File: src/sv/vtp_pkg.sv
`default_nettype none
// ----------------------------------------------------------------------------
// vtp_pkg: shared types and constants of the pseudocolour mapper
// Mapping-mode codes, colormap kinds, divisor codes and the linear-term type.
// ----------------------------------------------------------------------------
package vtp_pkg;

  localparam int RANGE_BITS = 16;
  localparam int CHANNELS   = 4;
  localparam int BYTE_BITS  = 8;

  localparam logic MODE_GRADIENT   = 1'b0;
  localparam logic MODE_PREDEFINED = 1'b1;

  localparam logic [4:0] KIND_JET    = 5'd0;
  localparam logic [4:0] KIND_HEAT   = 5'd1;
  localparam logic [4:0] KIND_HSV    = 5'd2;
  localparam logic [4:0] KIND_HOT    = 5'd3;
  localparam logic [4:0] KIND_COOL   = 5'd4;
  localparam logic [4:0] KIND_SPRING = 5'd5;
  localparam logic [4:0] KIND_SUMMER = 5'd6;
  localparam logic [4:0] KIND_AUTUMN = 5'd7;
  localparam logic [4:0] KIND_WINTER = 5'd8;
  localparam logic [4:0] KIND_GRAY   = 5'd9;
  localparam logic [4:0] KIND_BONE   = 5'd10;
  localparam logic [4:0] KIND_COPPER = 5'd11;
  localparam logic [4:0] KIND_PINK   = 5'd12;
  localparam logic [4:0] KIND_LINES  = 5'd13;
  localparam logic [4:0] KIND_GKR    = 5'd14;
  localparam logic [4:0] KIND_GWR    = 5'd15;
  localparam logic [4:0] KIND_BKR    = 5'd16;
  localparam logic [4:0] KIND_BWR    = 5'd17;
  localparam logic [4:0] KIND_BKG    = 5'd18;
  localparam logic [4:0] KIND_BWG    = 5'd19;

  // denominator d of a term (a*x + b) / d
  typedef enum logic [2:0] {
    DIV_1, DIV_2, DIV_3, DIV_4, DIV_5, DIV_8, DIV_9, DIV_24
  } div_e;

  typedef struct packed {
    logic       mapping_mode;
    logic [4:0] colormap_kind;
    logic [31:0] gradient_first;
    logic [31:0] gradient_last;
  } cfg_t;

  typedef struct packed {
    logic signed [5:0] a;
    logic signed [4:0] b;
    div_e              dv;
    logic              use_f;
  } term_t;

  // x below a breakpoint: eighths, fifths and the half
  typedef struct packed {
    logic e1, e3, e5, e6, e7;
    logic f2, f4;
    logic h1;
  } band_t;

  // lines colormap, channel values in quarters
  localparam logic [2:0] LINES_Q [7][3] = '{
    '{3'd0, 3'd0, 3'd4}, '{3'd0, 3'd2, 3'd0}, '{3'd4, 3'd0, 3'd0},
    '{3'd0, 3'd3, 3'd3}, '{3'd3, 3'd0, 3'd3}, '{3'd3, 3'd3, 3'd0},
    '{3'd1, 3'd1, 3'd1}
  };

  function automatic logic [5:0] div_value(div_e d);
    logic [5:0] v;
    case (d)
      DIV_1:   v = 6'd1;
      DIV_2:   v = 6'd2;
      DIV_3:   v = 6'd3;
      DIV_4:   v = 6'd4;
      DIV_5:   v = 6'd5;
      DIV_8:   v = 6'd8;
      DIV_9:   v = 6'd9;
      DIV_24:  v = 6'd24;
      default: v = 6'd1;
    endcase
    return v;
  endfunction

  function automatic term_t term(int a, int b, div_e d, logic uf);
    term_t t;
    t.a     = 6'(a);
    t.b     = 5'(b);
    t.dv    = d;
    t.use_f = uf;
    return t;
  endfunction

endpackage

`default_nettype wire

File: src/sv/vtp_div.sv
`default_nettype none
// ----------------------------------------------------------------------------
// vtp_div: pipelined restoring divider
// Produces floor(dividend * 2^FRAC_BITS / divisor), dividend <= divisor,
// one quotient bit per stage.
// ----------------------------------------------------------------------------
module vtp_div #(
  parameter int FRAC_BITS = 16
) (
  input  wire                                  clk_i,
  input  wire                                  rst_ni,
  input  wire                                  en_i,
  input  wire                                  valid_i,
  input  wire  [vtp_pkg::RANGE_BITS-1:0]        dividend_i,
  input  wire  [vtp_pkg::RANGE_BITS-1:0]        divisor_i,
  output logic                                 valid_o,
  output logic [FRAC_BITS:0]                   quotient_o
);

  localparam int NSTEP = FRAC_BITS + 1;
  localparam int RW    = vtp_pkg::RANGE_BITS;

  logic [NSTEP-1:0] vld_q;
  logic [RW-1:0]    rem_q [NSTEP];
  logic [RW-1:0]    dsr_q [NSTEP];
  logic [FRAC_BITS:0] quo_q [NSTEP];

  for (genvar i = 0; i < NSTEP; i++) begin : g_step
    logic [RW:0]        trial;
    logic [RW-1:0]      dsr;
    logic [FRAC_BITS:0] quo_prev;
    logic               vin;
    logic               qbit;
    logic [RW:0]        diff;
    logic [RW-1:0]      rem_d;

    always_comb begin
      if (i == 0) begin
        trial    = {1'b0, dividend_i};
        dsr      = divisor_i;
        quo_prev = '0;
        vin      = valid_i;
      end else begin
        trial    = {rem_q[(i == 0) ? 0 : i-1], 1'b0};
        dsr      = dsr_q[(i == 0) ? 0 : i-1];
        quo_prev = quo_q[(i == 0) ? 0 : i-1];
        vin      = vld_q[(i == 0) ? 0 : i-1];
      end
      qbit  = (trial >= {1'b0, dsr});
      diff  = trial - {1'b0, dsr};
      rem_d = qbit ? diff[RW-1:0] : trial[RW-1:0];
    end

    always_ff @(posedge clk_i or negedge rst_ni) begin
      if (!rst_ni) begin
        vld_q[i] <= 1'b0;
      end else if (en_i) begin
        vld_q[i] <= vin;
      end
    end

    always_ff @(posedge clk_i) begin
      if (en_i) begin
        rem_q[i] <= rem_d;
        dsr_q[i] <= dsr;
        quo_q[i] <= {quo_prev[FRAC_BITS-1:0], qbit};
      end
    end
  end

  assign valid_o    = vld_q[NSTEP-1];
  assign quotient_o = quo_q[NSTEP-1];

endmodule

`default_nettype wire

File: config.mk
export PLATFORM = sky130hd
export DESIGN_NAME = vtp_div
export DESIGN_NICKNAME = d
export VERILOG_FILES = /design/src/sv/vtp_pkg.sv /design/src/sv/vtp_div.sv
export SDC_FILE = /design/constraint.sdc
export NUM_CORES = 1
export LEC_CHECK = 0
export BUFFER_PORTS_ARGS = -buffer_cell sky130_fd_sc_hd__buf_2
export CAP_MARGIN = 10
export CELL_PAD_IN_SITES_DETAIL_PLACEMENT = 0
export CELL_PAD_IN_SITES_GLOBAL_PLACEMENT = 1
export CORE_MARGIN = 4
export CORE_UTILIZATION = 44
export DETAILED_ROUTE_END_ITERATION = 6
export PLACE_DENSITY_LB_ADDON = 0.1
export SYNTH_ARGS = -nofsm -noshare
export SYNTH_HDL_FRONTEND = slang
export SYNTH_SLANG_ARGS = --single-unit
export TNS_END_PERCENT = 30
File: constraint.sdc
create_clock -name clk_i -period 2.8 [get_ports clk_i]
set_clock_uncertainty 0.15 [all_clocks]
set_input_delay 0.14 -clock clk_i [delete_from_list [all_inputs] [get_ports clk_i]]
set_output_delay 0.14 -clock clk_i [all_outputs]
set_load 0.02 [all_outputs]
==> impl_metrics.ini <==
[outcome]
outcome = finished with violations
violations = setup timing

[flow_run]
cap_violations = 0

[finish]
antenna_cells = 0
nets = 4050
final_cells = 4861
stdcell_area_um2 = 47300
fill_cells = 6791
multi_input_area_um2 = 16200
finish.utilization_pct = 57.6
area_growth_pct = 29.3
layout-drive-gt1-share_pct = 30.8
seqCellArea_um2 = 20400

[sta]
finalCritPeriodShare_pct = 110
fin_setup_tns_ns = -11.07
setup-violations-final = 81
report.final.slew_viol_count = 0
worst_slew_pin_slew_ns = 0.763
hold_viol = 0
fmax_ghz = 0.326
fin_crit_ns = 3.07
slew_headroom_pct = 48.8
layout_setup_ws_ns = -0.266
holdWs_ns = 0.00843
rsz0062_at_grt = yes

[clocking]
root_buffer = clkbuf_16
path_clk_slew_ns = 0.05
clkLatencyLatePin_ns = 0.64
clock_path_buffers = 3
cts_tree = yes
htreeDepth = 3
cts-buffers-inserted = 78
clock-sinks = 682

[grt]
grt_pass1_wl_mm = 136
grt_max_degree = 72
use_met3_pct = 2.58
antenna_found_initial = 0
grt_pass1_vias = 25800
grt.total_usage_pct = 19.4
met1_usage_pct = 23.3
use_met2_pct = 35.4
grt-ovfl-total = 0
top_usage_layer = met2

[synth]
synth-async-reset-ratio_pct = 2.49
syn_area_um2 = 36600
synth_edf_count = 665
ys_warn_count = 0
synth_area_per_cell_um2 = 12.1
netlist_instances = 3013
ys.flop_type = edfxtp_1
ys_types = 88
synth_nets = 3336
ys_ff_latch = 682
synth_seq_area_share_pct = 55.7

[power_and_ir_drop]
total_power_mw = 55.1
ir_drop_v = 0.000535
powerDensity_nw_per_um2 = 1160
power_leakage_nw = 19.7

[worst_hold_path]
min_path_type = input pin to flop

[placement]
dpl-instance-area_um2 = 42000
dp_cells = 4594
dp_hpwl_mm = 64.4
globalplace.congestion = 0.884
numPortBuffers = 53
pre_cts_ws_ns = -0.289

[setup_path]
cp_slowest_stage_delay_ns = 0.51
critPathKind = flop to flop
cp-end-kind = flop
crit_fanout = 8
critPathRequiredTime_ns = 3.02
crit_slowest_cell = or4b_4
cp-start-kind = flop
crit_chain = ha_1, nor2b_4, o21a_1, o211ai_2, a21oi_2, or4b_4, o221ai_4, a21oi_4, mux2_4
crit_arrival_ns = 3.28

[floorplanning]
fp.coreArea_um2 = 82200
dieHeight_um = 296
die_area_um2 = 87900
start_util_pct = 44.5
fp-row-count = 105
fp.dieW_um = 296
ios = 54

[detailed_routing]
vias_per_cell = 5.19
drt-total-wl_mm = 87.2
initialDrtViolationCount = 1105
drc_errors = 0
drt_pass1_iterations = 5
wl_per_cell_um = 17.9
vias = 25200
antenna_left = 0
==> cell usage after synthesis, drive strengths merged (10+ instances only) <==
cell type    n  share of area, %
a211o       13              0.31
xnor2      116               2.8
xor2        46               1.1
o21a        55               1.1
a211oi      20              0.41
o21bai      12              0.25
o22ai       12              0.21
dfrtp       17               1.2
nand2      116               1.2
ha         271               9.3
nor3        33              0.48
or2         14              0.24
nand3       27              0.37
inv        357               3.7
o31ai       25              0.54
fa          16              0.88
a21o        60               1.2
a21boi      16              0.33
o31a        11              0.26
a21oi      165               2.3
nor2       230               2.4
o21ai      172               2.4
mux2       156               4.9
a2111oi     10              0.29
edfxtp     665                55
nand2b      35              0.60
mux2i       18              0.49
nand4       42              0.72
a31oi       25              0.50
or3         17              0.29
and2        19              0.32
buf         24              0.38
nor2b       59               1.0
clkbuf      12              0.12
==> cell usage in the layout, fill, tap and decap left out, types with 113 or more instances in the layout <==
cell type / Yosys / final
o21ai_0: 162 / 116
mux2_2: 142 / 116
xnor2_1: 116 / 116
nand2_1: 116 / 113
a21oi_1: 162 / 129
buf_4: 3 / 528
ha_1: 271 / 238
edfxtp_1: 665 / 665
inv_1: 355 / 340
nor2_1: 230 / 211
==> registers in the layout (all words and copies together), names as in the netlist <==
| name | cells |
|---|---|
| dsr_q | 256 |
| rem_q | 256 |
| quo_q | 153 |
| g_step.vin | 16 |
| valid_o | 1 |
==> layout make-up <==
type / count / share of cell area [%]
Tap cell: 1070 / 2.83
Timing Repair Buffer: 668 / 11.5
Sequential cell: 682 / 43.1
Clock buffer: 93 / 4.24
Inverter: 358 / 2.85
Multi-Input combinational cell: 1939 / 34.2
Clock inverter: 51 / 1.33
==> path summary, 6_finish.rpt <==
kind / depth (start not counted) / slack [ns] / endpoint / startpoint
max: 9 / -0.27 / rem_q[0][28] / rem_q[0][0]
min: 5 / 0.008 / rem_q[0][0] / dividend_i[0]
max reg2reg: 9 / -0.27 / rem_q[0][28] / rem_q[0][0]
min reg2reg: 0 / 0.26 / quo_q[0][208] / quo_q[0][190]
max in group asynchronous: 3 / 1.44 / g_step[12].vin / rst_ni
min in group asynchronous: 3 / 0.59 / g_step[16].vin / rst_ni
==> layer usage <==
metal,vias to the layer above,wire (um)
met4,0,3660
met1,12200,36400
met3,184,2380
li1,12500,-
met5,-,0
met2,376,44800
==> power breakdown <==
| group | internal, mW | switching (mW) | leakage (nW) | total, mW |
|---|---|---|---|---|
| Combinational | 14.8 | 13.0 | 11.7 | 27.8 |
| Clock | 6.14 | 4.25 | 1.27 | 10.4 |
| Sequential | 15.1 | 1.79 | 6.71 | 16.9 |
| Total | 36.1 | 19.0 | 19.7 | 55.1 |
==> what timing repair did <==
item	CTS	global route
endpoints found under the hold margin	74	0
pin swaps	44	85
hold buffers	37	0
cloned	3	6
setup buffers	28	54
gates resized for setup	130	235
setup endpoints to repair	217	242
==> cell families after synthesis <==
logic type	after synthesis	synth area share, %
buf+inv	394	4.17
simple gates	640	8.59
fa+ha+maj	287	10.1
xor+xnor	162	3.88
flops	682	55.7
compound gates	674	12.1
mux	174	5.43
==> worst max-delay path, delay by kind of cell (launching register included) <==
kind            cells  cell delay, ns
compound gates      5            0.98
simple gates        2            0.64
flops               1            0.39
mux                 1            0.35
fa+ha+maj           1            0.33
(Power assumes the default switching activity.)
